`config.mk`:
```
export PLATFORM = sky130hd
export DESIGN_NAME = bresenham_line_rasterizer
export DESIGN_NICKNAME = d
export VERILOG_FILES = /design/src/sv/brl_pkg.sv /design/src/sv/bresenham_line_rasterizer.sv /design/src/sv/brl_setup.sv /design/src/sv/brl_core.sv
export SDC_FILE = /design/constraint.sdc
export NUM_CORES = 1
export LEC_CHECK = 0
export BUFFER_PORTS_ARGS = -buffer_cell sky130_fd_sc_hd__clkbuf_2
export CAP_MARGIN = 5
export CORE_MARGIN = 3
export CORE_UTILIZATION = 30
export CTS_BUF_LIST = sky130_fd_sc_hd__clkbuf_8
export CTS_CLUSTER_DIAMETER = 100
export CTS_CLUSTER_SIZE = 25
export DETAILED_ROUTE_END_ITERATION = 6
export GPL_TIMING_DRIVEN = 1
export HOLD_SLACK_MARGIN = 0.06
export SLEW_MARGIN = 25
export SYNTH_ARGS = -nofsm -noshare
export SYNTH_HDL_FRONTEND = slang
export SYNTH_SLANG_ARGS = --single-unit
```
`constraint.sdc`:
```
create_clock -name clk_i -period 15.2 [get_ports clk_i]
set_input_delay 2.28 -clock clk_i [delete_from_list [all_inputs] [get_ports clk_i]]
set_output_delay 2.28 -clock clk_i [all_outputs]
set_load 0.01 [all_outputs]
```
`src/sv/brl_pkg.sv`:
```
// Package with the shared widths, codes and payload types of the line rasterizer.
`default_nettype none

package brl_pkg;

  localparam int unsigned COORD_BITS = 12;
  localparam int unsigned HOLD_BITS  = COORD_BITS + 1;
  localparam int unsigned STEP_BITS  = COORD_BITS + 2;
  localparam int unsigned DEC_BITS   = COORD_BITS + 3;

  typedef enum logic {
    ACT_LOAD = 1'b0,
    ACT_STEP = 1'b1
  } action_e;

  typedef struct packed {
    action_e                      action;
    logic signed [COORD_BITS-1:0] x_start;
    logic signed [COORD_BITS-1:0] y_start;
    logic signed [COORD_BITS-1:0] x_end;
    logic signed [COORD_BITS-1:0] y_end;
  } in_req_t;

  typedef struct packed {
    logic signed [COORD_BITS-1:0] pixel_x;
    logic signed [COORD_BITS-1:0] pixel_y;
    logic                         last;
  } out_req_t;

  typedef struct packed {
    logic signed [COORD_BITS-1:0] cur_x;
    logic signed [COORD_BITS-1:0] cur_y;
    logic signed [DEC_BITS-1:0]   decision;
    logic [HOLD_BITS-1:0]         incr_hold;
    logic signed [STEP_BITS-1:0]  incr_step;
    logic [COORD_BITS-1:0]        remaining;
    logic                         x_major;
    logic                         x_dir_neg;
    logic                         y_dir_neg;
    logic                         active;
  } seg_state_t;

endpackage

`default_nettype wire

```
`src/sv/bresenham_line_rasterizer.sv`:
```
// Top level of the Bresenham line rasterizer with its input and output registers.
// A request on the input channel is either a load (action 0), which latches a
// segment's start and end points and gives no result, or a step (action 1),
// which gives the next pixel of the loaded segment. A segment yields
// max(|dx|,|dy|) pixels starting at the start point; the end point is not drawn,
// and last marks the final pixel. A step with no segment left gives no result.
// Both channels use valid and stall; a request moves when valid is high and
// stall is low. A request is held in the input register while it is worked on,
// and its pixel is registered in the output register, which offers it on the output channel.
// One request is taken every cycle unless the input stalls; the rate is set by the single step unit.
// When the receiver stalls, the pixel waits in the output register; loads and
// steps that give nothing still drain behind it, and the input stalls only when
// a step with a pixel cannot reach the output register.
// Reset clears the segment state, so no segment is active afterwards.
`default_nettype none

module bresenham_line_rasterizer (
  input  logic              clk_i,
  input  logic              rst_ni,
  input  logic              in_valid_i,
  output logic              in_stall_o,
  input  brl_pkg::in_req_t  in_req_i,
  output logic              out_valid_o,
  input  logic              out_stall_i,
  output brl_pkg::out_req_t out_req_o
);

  logic              in_valid_q;
  brl_pkg::in_req_t  in_q;
  logic              out_valid_q;
  brl_pkg::out_req_t out_q;
  logic              out_free, emit, proc, accept;
  brl_pkg::out_req_t pixel;

  assign out_free   = !out_valid_q || !out_stall_i;
  assign proc       = in_valid_q && (!emit || out_free);
  assign in_stall_o = in_valid_q && !proc;
  assign accept     = in_valid_i && !in_stall_o;

  brl_core u_core (
    .clk_i   (clk_i),
    .rst_ni  (rst_ni),
    .fire_i  (proc),
    .req_i   (in_q),
    .emit_o  (emit),
    .pixel_o (pixel)
  );

  always_ff @(posedge clk_i or negedge rst_ni) begin
    if (!rst_ni) begin
      in_valid_q <= 1'b0;
    end else if (accept) begin
      in_valid_q <= 1'b1;
    end else if (proc) begin
      in_valid_q <= 1'b0;
    end
  end

  always_ff @(posedge clk_i) begin
    if (accept) begin
      in_q <= in_req_i;
    end
  end

  always_ff @(posedge clk_i or negedge rst_ni) begin
    if (!rst_ni) begin
      out_valid_q <= 1'b0;
    end else if (out_free) begin
      out_valid_q <= proc && emit;
    end
  end

  always_ff @(posedge clk_i) begin
    if (out_free && proc && emit) begin
      out_q <= pixel;
    end
  end

  assign out_valid_o = out_valid_q;
  assign out_req_o   = out_q;

`ifndef SYNTHESIS
  a_stall_only_when_full: assert property (@(posedge clk_i) disable iff (!rst_ni)
    in_stall_o |-> in_valid_q && emit && out_valid_q && out_stall_i)
    else $error("Input stalled without a blocked pixel.");

  a_pixel_has_room: assert property (@(posedge clk_i) disable iff (!rst_ni)
    proc && emit |-> out_free)
    else $error("Pixel issued into a full output register.");
`endif

endmodule

`default_nettype wire

```
`src/sv/brl_setup.sv`:
```
// Segment setup: major axis, step signs, decision term and increments from two endpoints.
`default_nettype none

module brl_setup (
  input  brl_pkg::in_req_t    req_i,
  output brl_pkg::seg_state_t seg_o
);

  localparam int unsigned CW = brl_pkg::COORD_BITS;

  logic signed [CW:0]   xs_ext, ys_ext, xe_ext, ye_ext;
  logic signed [CW:0]   dx_fwd, dx_rev, dy_fwd, dy_rev;
  logic                 x_neg, y_neg, x_maj;
  logic [CW-1:0]        adx, ady, maj, mnr;

  assign xs_ext = {req_i.x_start[CW-1], req_i.x_start};
  assign ys_ext = {req_i.y_start[CW-1], req_i.y_start};
  assign xe_ext = {req_i.x_end[CW-1], req_i.x_end};
  assign ye_ext = {req_i.y_end[CW-1], req_i.y_end};

  assign dx_fwd = xe_ext - xs_ext;
  assign dx_rev = xs_ext - xe_ext;
  assign dy_fwd = ye_ext - ys_ext;
  assign dy_rev = ys_ext - ye_ext;

  assign x_neg = req_i.x_start > req_i.x_end;
  assign y_neg = req_i.y_start > req_i.y_end;
  assign adx   = x_neg ? dx_rev[CW-1:0] : dx_fwd[CW-1:0];
  assign ady   = y_neg ? dy_rev[CW-1:0] : dy_fwd[CW-1:0];
  assign x_maj = adx >= ady;
  assign maj   = x_maj ? adx : ady;
  assign mnr   = x_maj ? ady : adx;

  always_comb begin
    seg_o.cur_x     = req_i.x_start;
    seg_o.cur_y     = req_i.y_start;
    seg_o.decision  = {2'b00, mnr, 1'b0} - {3'b000, maj};
    seg_o.incr_hold = {mnr, 1'b0};
    seg_o.incr_step = {1'b0, mnr, 1'b0} - {1'b0, maj, 1'b0};
    seg_o.remaining = maj;
    seg_o.x_major   = x_maj;
    seg_o.x_dir_neg = x_neg;
    seg_o.y_dir_neg = y_neg;
    seg_o.active    = maj != '0;
  end

endmodule

`default_nettype wire

```
`src/sv/brl_core.sv`:
```
// Segment state registers and the per-pixel Bresenham step.
`default_nettype none

module brl_core (
  input  logic               clk_i,
  input  logic               rst_ni,
  input  logic               fire_i,
  input  brl_pkg::in_req_t   req_i,
  output logic               emit_o,
  output brl_pkg::out_req_t  pixel_o
);

  localparam int unsigned CW = brl_pkg::COORD_BITS;
  localparam int unsigned DW = brl_pkg::DEC_BITS;

  brl_pkg::seg_state_t seg_q, seg_d, seg_load;
  logic                is_step, minor_moves;
  logic signed [CW-1:0] x_inc, y_inc;

  brl_setup u_setup (
    .req_i (req_i),
    .seg_o (seg_load)
  );

  assign is_step     = req_i.action == brl_pkg::ACT_STEP;
  assign emit_o      = is_step && seg_q.active;
  assign minor_moves = !seg_q.decision[DW-1] && (seg_q.decision != '0);
  assign x_inc       = seg_q.x_dir_neg ? '1 : CW'(1);
  assign y_inc       = seg_q.y_dir_neg ? '1 : CW'(1);

  always_comb begin
    pixel_o.pixel_x = seg_q.cur_x;
    pixel_o.pixel_y = seg_q.cur_y;
    pixel_o.last    = seg_q.remaining == CW'(1);
  end

  always_comb begin
    seg_d = seg_q;
    if (!is_step) begin
      seg_d = seg_load;
    end else if (seg_q.active) begin
      if (seg_q.x_major || minor_moves) begin
        seg_d.cur_x = seg_q.cur_x + x_inc;
      end
      if (!seg_q.x_major || minor_moves) begin
        seg_d.cur_y = seg_q.cur_y + y_inc;
      end
      if (minor_moves) begin
        seg_d.decision = seg_q.decision + {{(DW-brl_pkg::STEP_BITS){seg_q.incr_step[
          brl_pkg::STEP_BITS-1]}}, seg_q.incr_step};
      end else begin
        seg_d.decision = seg_q.decision + {{(DW-brl_pkg::HOLD_BITS){1'b0}}, seg_q.incr_hold};
      end
      seg_d.remaining = seg_q.remaining - CW'(1);
      seg_d.active    = seg_q.remaining != CW'(1);
    end
  end

  always_ff @(posedge clk_i or negedge rst_ni) begin
    if (!rst_ni) begin
      seg_q <= '0;
    end else if (fire_i) begin
      seg_q <= seg_d;
    end
  end

`ifndef SYNTHESIS
  a_last_ends_run: assert property (@(posedge clk_i) disable iff (!rst_ni)
    fire_i && emit_o && pixel_o.last |=> !seg_q.active)
    else $error("Segment still active after its last pixel.");

  a_idle_step_keeps: assert property (@(posedge clk_i) disable iff (!rst_ni)
    fire_i && is_step && !seg_q.active |=> $stable(seg_q))
    else $error("Step without a segment changed the state.");
`endif

endmodule

`default_nettype wire
```
==> impl_metrics.ini, run 1 <==
[timing]
finClkSkew_ns = 0.02347
fin_ws_ns = 7.168
fmax_mhz = 124.5
setup_viol = 0
hold_viol = 0
tightest_slew_ns = 0.9918
drv_slew = 0
fin_crit_sh_pct = 52.84
rsz0062_at_grt = false
min_period_ns = 8.032
slew_headroom_pct = 33.58
final.setup.tns_ns = 0
hold_ws_ns = 0.4868

[power_and_ir_drop]
p_per_area_nw_per_um2 = 213.9
peakVddDrop_mv = 0.09439
power_mw = 2.678
switching_share_pct = 46.89
p_clk_share_pct = 12.2
p_leak_nw = 5.534
p_seq_share_pct = 25.4
switchingPower_mw = 1.256
pwr-share-comb_pct = 62.4
power.internal_mw = 1.422

[layout]
final_cell_area_sq_um = 12520
post-route-util_pct = 34.11
final-seq-area_sq_um = 4274
fill_cells = 3728
drive_above_1_share_pct = 12.97
fin_cells = 1756
synthToLayoutAreaGrowth_pct = 11.73
multiInputGateArea_sq_um = 6377
num_antenna_cells = 0
nets = 1435

[yosys]
synth_top_family_by_area = compound AO/OA/AOI/OAI gates
synth-simple-area-share_pct = 13.97
synthXorXnorAreaFrac_pct = 5.003
synthCells = 1205
synth-edff-count = 74
synth_nets = 1365
ys_async_sr_fraction_pct = 52.56
synth_fa_ha_area_share_pct = 12.78
syn_area_sq_um = 11200
yosysWarnings = 0
avgSynthCellArea_sq_um = 9.297
synth_flop_cell = dfrtp_1
ys_ff_latch = 156
synthDistinctLibCells = 87
synth_mux_area_share_pct = 4.333
synth_compound_area_share_pct = 20.66
ys_seq_area_share_pct = 38.15

[setup_path]
cpPeakStageDelay_ns = 0.43
crit_arrival_ns = 8.40
path_class = flop to flop
crit_fanout = 17
crit_slowest_cell = fa_1
start_kind = flop
required_ns = 15.57
end_kind = flop

[routing]
ant_nets = 0
vias = 9061
drtPass1Iterations = 7
routedWlPerCell_um = 17.15
drt_iter0_markers = 553
drc = 0
vias_per_cell = 5.160
wl_mm = 30.12

[global_routing]
grt_max_degree = 52
antenna_found_initial = 0
first_global_vias = 8942
gr-total-overflow = 0
grt_pass1_wl_mm = 48.43
grt.total_usage_pct = 15.43

[outcome]
status = finished, final reports clean

[floorplanning]
ioPinCount = 80
rows = 70
die_h_um = 199.2
placeableCoreArea_sq_um = 36700
die_x_um = 199.2
start_util_pct = 30.53
die_area_sq_um = 39700

[cts]
clk_latency_ns = 0.48
cts.htree.levels = 4
cts_buffer_depth = 2
cts.sinks = 156
cts_buffers = 17
cts_tree = yes
cts_setup_buffers = 0
post_cts_resized = 0
cts_root_buf = clkbuf_8
clk_pin_slew_ns = 0.10
hold_buffers = 0

[place]
placed_cells = 1724
pre_cts_slack_ns = 7.225
placed_area_sq_um = 12120
port_buffers = 79
dp_hpwl_mm = 22.65
gp_congestion = 0.9448

[min_path]
hold_path.class = flop to flop

[flow_run]
drv_cap = 0
==> critical path: cells and delay by family (launching register included) <==
family                   cells  cell delay, ns
XOR/XNOR                     1            0.22
AO/OA/AOI/OAI               14            3.63
adder cells (fa/ha/maj)      5            1.65
flip-flops                   1            0.42
buffers and inverters        4            0.59
AND/OR/NAND/NOR              7            1.16
multiplexers                 1            0.22
==> power by group through the flow <==
stage	Clock, mW	Sequential (mW)	Combinational, mW
finish	0.327	0.679	1.67
floorplan	0	0.652	1.29
CTS	0.338	0.679	1.66
global route	0.356	0.696	1.85
global placement	0	0.682	1.62
detailed placement	0	0.684	1.65
==> cell type report <==
cell class                      count  share of cell area [%]
Multi-Input combinational cell    901                   50.95
Clock inverter                     15                   1.279
Sequential cell                   156                   34.15
Inverter                          110                   3.299
Timing Repair Buffer               89                   3.778
Tap cell                          468                   4.678
Clock buffer                       17                   1.869
==> layout by cell type (no fill, tap or decap), types with 7 or more instances in the layout <==
master	n
a221oi_1	12
nand3_1	30
and3_1	8
o22ai_1	9
clkbuf_2	78
mux2i_1	28
mux2_2	17
dfrtp_1	82
o21a_1	10
xnor2_1	52
o21ai_0	81
buf_4	11
nor4_1	7
nor2_1	90
nand2_1	109
xor2_1	12
edfxtp_1	74
o21ai_1	8
nor2b_1	22
a21oi_1	105
o21bai_1	17
nor3_1	20
ha_1	99
clkbuf_8	17
or3_1	7
inv_1	109
o211ai_1	12
fa_1	8
a21o_1	22
==> layer usage <==
layer / track usage (%) / wire length (um) / share of wire (%)
met4: 4.399 / 665 / 2.2
met5: 0 / 0 / 0
met3: 3.035 / 1431 / 4.8
met2: 24.38 / 13660 / 45
met1: 21.58 / 14360 / 48
==> cells in the mapped netlist (4+ instances only) <==
| library cell | instances | share of area, % |
|---|---|---|
| a21boi_0 | 4 | 0.27 |
| nand3_1 | 30 | 1.3 |
| dfrtp_1 | 82 | 18 |
| a21oi_1 | 107 | 4.8 |
| o21ai_0 | 81 | 3.6 |
| nor3_1 | 20 | 0.89 |
| or3_1 | 7 | 0.39 |
| o21a_1 | 10 | 0.67 |
| nor3b_1 | 4 | 0.27 |
| o211ai_1 | 12 | 0.80 |
| a211oi_1 | 5 | 0.34 |
| o31a_1 | 4 | 0.31 |
| and3_1 | 8 | 0.45 |
| nand4_1 | 6 | 0.34 |
| and2_1 | 6 | 0.34 |
| inv_1 | 109 | 3.7 |
| mux2i_1 | 28 | 2.5 |
| buf_1 | 4 | 0.13 |
| o2111ai_1 | 4 | 0.31 |
| o22ai_1 | 9 | 0.50 |
| mux2_2 | 17 | 1.7 |
| a311o_1 | 4 | 0.36 |
| a31oi_1 | 6 | 0.34 |
| buf_2 | 7 | 0.31 |
| o21ai_1 | 8 | 0.36 |
| a221oi_1 | 12 | 0.94 |
| o21bai_1 | 17 | 1.1 |
| nor2b_1 | 24 | 1.3 |
| clkbuf_1 | 26 | 0.87 |
| nor2_1 | 90 | 3.0 |
| xnor2_1 | 52 | 4.1 |
| a21o_1 | 22 | 1.5 |
| xor2_1 | 12 | 0.94 |
| nor4_1 | 7 | 0.39 |
| nand2_1 | 110 | 3.7 |
| edfxtp_1 | 74 | 20 |
| ha_1 | 99 | 11 |
| fa_1 | 8 | 1.4 |
| nand2b_1 | 5 | 0.28 |
==> sequential cells by signal (all words and copies together), names as in the netlist <==
register / cells
in_q: 49
in_valid_q: 1
out_req_o: 25
out_valid_o: 1
u_core.pixel_o: 24
u_core.seg_q: 56
==> worst paths after layout <==
check                      slack (ns)                    startpoint                            to  cells after the start
hold / removal                   0.49  u_core.seg_q[39]$_DFFE_PN0P_  u_core.seg_q[39]$_DFFE_PN0P_                      2
min in group asynchronous        1.75                        rst_ni  u_core.seg_q[20]$_DFFE_PN0P_                      1
hold reg to reg                  0.49  u_core.seg_q[39]$_DFFE_PN0P_  u_core.seg_q[39]$_DFFE_PN0P_                      2
max in group asynchronous       12.34                        rst_ni       out_valid_o$_DFFE_PN0N_                      2
setup reg to reg                 7.17            in_q[24]$_DFFE_PP_  u_core.seg_q[55]$_DFFE_PN0P_                     32
setup / recovery                 7.17            in_q[24]$_DFFE_PP_  u_core.seg_q[55]$_DFFE_PN0P_                     32
==> kinds of logic after synthesis <==
group                    after synthesis
AND/OR/NAND/NOR                      334
multiplexers                          46
AO/OA/AOI/OAI                        347
XOR/XNOR                              64
adder cells (fa/ha/maj)              110
flip-flops                           156
buffers and inverters                148
Note: power is estimated with default switching activity, not from simulation.
==> run 2, diff against run 1 <==
- clock period: 15.2 -> 6.7 ns (I/O delays scaled with it)
==> impl_metrics.ini, run 2 (synthesis results as in run 1) <==
[timing]
fin_ws_ns = -0.02189
hold_ws_ns = 0.4248
fin_crit_sh_pct = 100.3
rsz0062_at_grt = true
min_period_ns = 6.722
finClkSkew_ns = 0.02210
hold_viol = 0
setup_viol = 1
tightest_slew_ns = 1.060
slew_headroom_pct = 28.56
drv_slew = 0
final.setup.tns_ns = -0.02189
fmax_mhz = 148.8

[layout]
nets = 1502
post-route-util_pct = 36.17
layout_common_cells = inv_1, nand2_1, a21oi_1, ha_1, nor2_1
synthToLayoutAreaGrowth_pct = 18.48
regMostFlops = u_core.seg_q
drive_above_1_share_pct = 19.85
num_antenna_cells = 0
largest_reg_flops = 56

[cts]
cts_tree = yes
cts.htree.levels = 4
cts.sinks = 156
hold_buffers = 0
cts_buffers = 17
cts_root_buf = clkbuf_8
clk_pin_slew_ns = 0.11
clk_latency_ns = 0.49
cts_buffer_depth = 2

[floorplanning]
start_util_pct = 30.53
die_area_sq_um = 39700
ioPinCount = 80
die_h_um = 199.2
rows = 70
die_x_um = 199.2
placeableCoreArea_sq_um = 36700

[routing]
drt_iter0_markers = 415
routedWlPerCell_um = 16.30
wl_mm = 29.72
vias_per_cell = 5.054
drtPass1Iterations = 5
vias = 9213
drc = 0
ant_nets = 0

[place]
gp_congestion = 0.8957
port_buffers = 79
dp_hpwl_mm = 22.62

[global_routing]
antenna_found_initial = 0
grt.total_usage_pct = 15.26
first_global_vias = 9091
gr-total-overflow = 0
grt_max_degree = 61
grt_pass1_wl_mm = 47.86

[setup_path]
ff2ff_path_depth = 31
crit_arrival_ns = 7.09
crit_fanout = 8
rr_endpoint = u_core.seg_q[55]$_DFFE_PN0P_
critPathLaunch = in_q[24]$_DFFE_PP_
regToRegStartpoint = in_q[24]$_DFFE_PP_
cp-endpoint = u_core.seg_q[55]$_DFFE_PN0P_
crit_slowest_cell = fa_2
end_kind = flop
start_kind = flop
path_class = flop to flop
cpPeakStageDelay_ns = 0.43
reg2reg_setup_slack_ns = -0.02
required_ns = 7.07

[power_and_ir_drop]
p_per_area_nw_per_um2 = 486.3
power.internal_mw = 3.509
pwr-share-comb_pct = 65.2
switchingPower_mw = 2.946
peakVddDrop_mv = 0.2268
p_clk_share_pct = 11.2
p_seq_share_pct = 23.6
power_mw = 6.455
p_leak_nw = 5.907
switching_share_pct = 45.64

[flow_run]
drv_cap = 0

[min_path]
hold_path.class = input pin to asynchronous set/reset pin

[outcome]
violations = setup timing
status = finished with violations
[run 2: area by class of cell]
cell class                      instances  area (sq um)
Fill cell                            3694         23420
Multi-Input combinational cell        901          6630
Sequential cell                       156          4274
Timing Repair Buffer                  156         987.2
Tap cell                              468         585.6
Inverter                              110         412.9
Clock buffer                           18         247.7
Clock inverter                         14         136.4
[run 2: through the flow]
stage	std cells	worst slack (ns)	area (sq um)
2_1_floorplan	1205	0.003902	11330
3_3_place_gp	1776	0.1068	12610
3_5_place_dp	1776	-0.1129	12610
4_1_cts	1809	0.02413	13010
5_1_grt	1823	-0.3227	13270
6_report	1823	-0.02189	13270
[run 2: metal layers]
metal / GRT usage, % / up-vias / share of wire [%]
met5: 0 / - / 0
met4: 4.347 / 0 / 1.9
met3: 2.428 / 28 / 3.1
met2: 25.80 / 149 / 48
met1: 20.29 / 4428 / 47
li1: - / 4608 / -
[run 2: worst max-delay path, delay by kind of cell, from the launching register on]
family | cells | cell delay, ns
compound gates | 12 | 2.62
xor+xnor | 1 | 0.17
fa+ha+maj | 5 | 1.70
buf+inv | 4 | 0.43
flops | 1 | 0.42
mux | 2 | 0.54
simple gates | 7 | 0.74
[run 2: worst min path at each step]
stage | depth (start not counted) | startpoint | slack [ns] | to
5_1_grt | 1 | rst_ni | 0.43 | u_core.seg_q[33]$_DFFE_PN0P_
2_1_floorplan | 2 | u_core.seg_q[18]$_DFFE_PN0P_ | 0.44 | u_core.seg_q[18]$_DFFE_PN0P_
4_1_cts | 1 | rst_ni | 0.40 | u_core.seg_q[33]$_DFFE_PN0P_
6_report | 1 | rst_ni | 0.42 | u_core.seg_q[33]$_DFFE_PN0P_
3_5_place_dp | 2 | u_core.seg_q[39]$_DFFE_PN0P_ | 0.46 | u_core.seg_q[39]$_DFFE_PN0P_
3_3_place_gp | 2 | u_core.seg_q[39]$_DFFE_PN0P_ | 0.45 | u_core.seg_q[39]$_DFFE_PN0P_
[run 2: what timing repair did]
item                                    CTS  global route
endpoints found under the setup margin    2             7
cloned                                    0             0
resized for setup                         2            35
pin swaps                                 1            42
buffers inserted                          1            14
[run 2: power groups by stage]
stage	combinational, mW	sequential [mW]	clock, mW
floorplan	2.99	1.48	0
global placement	3.83	1.54	0
detailed placement	3.90	1.54	0
CTS	3.93	1.52	0.744
global route	4.66	1.56	0.779
finish	4.21	1.52	0.720
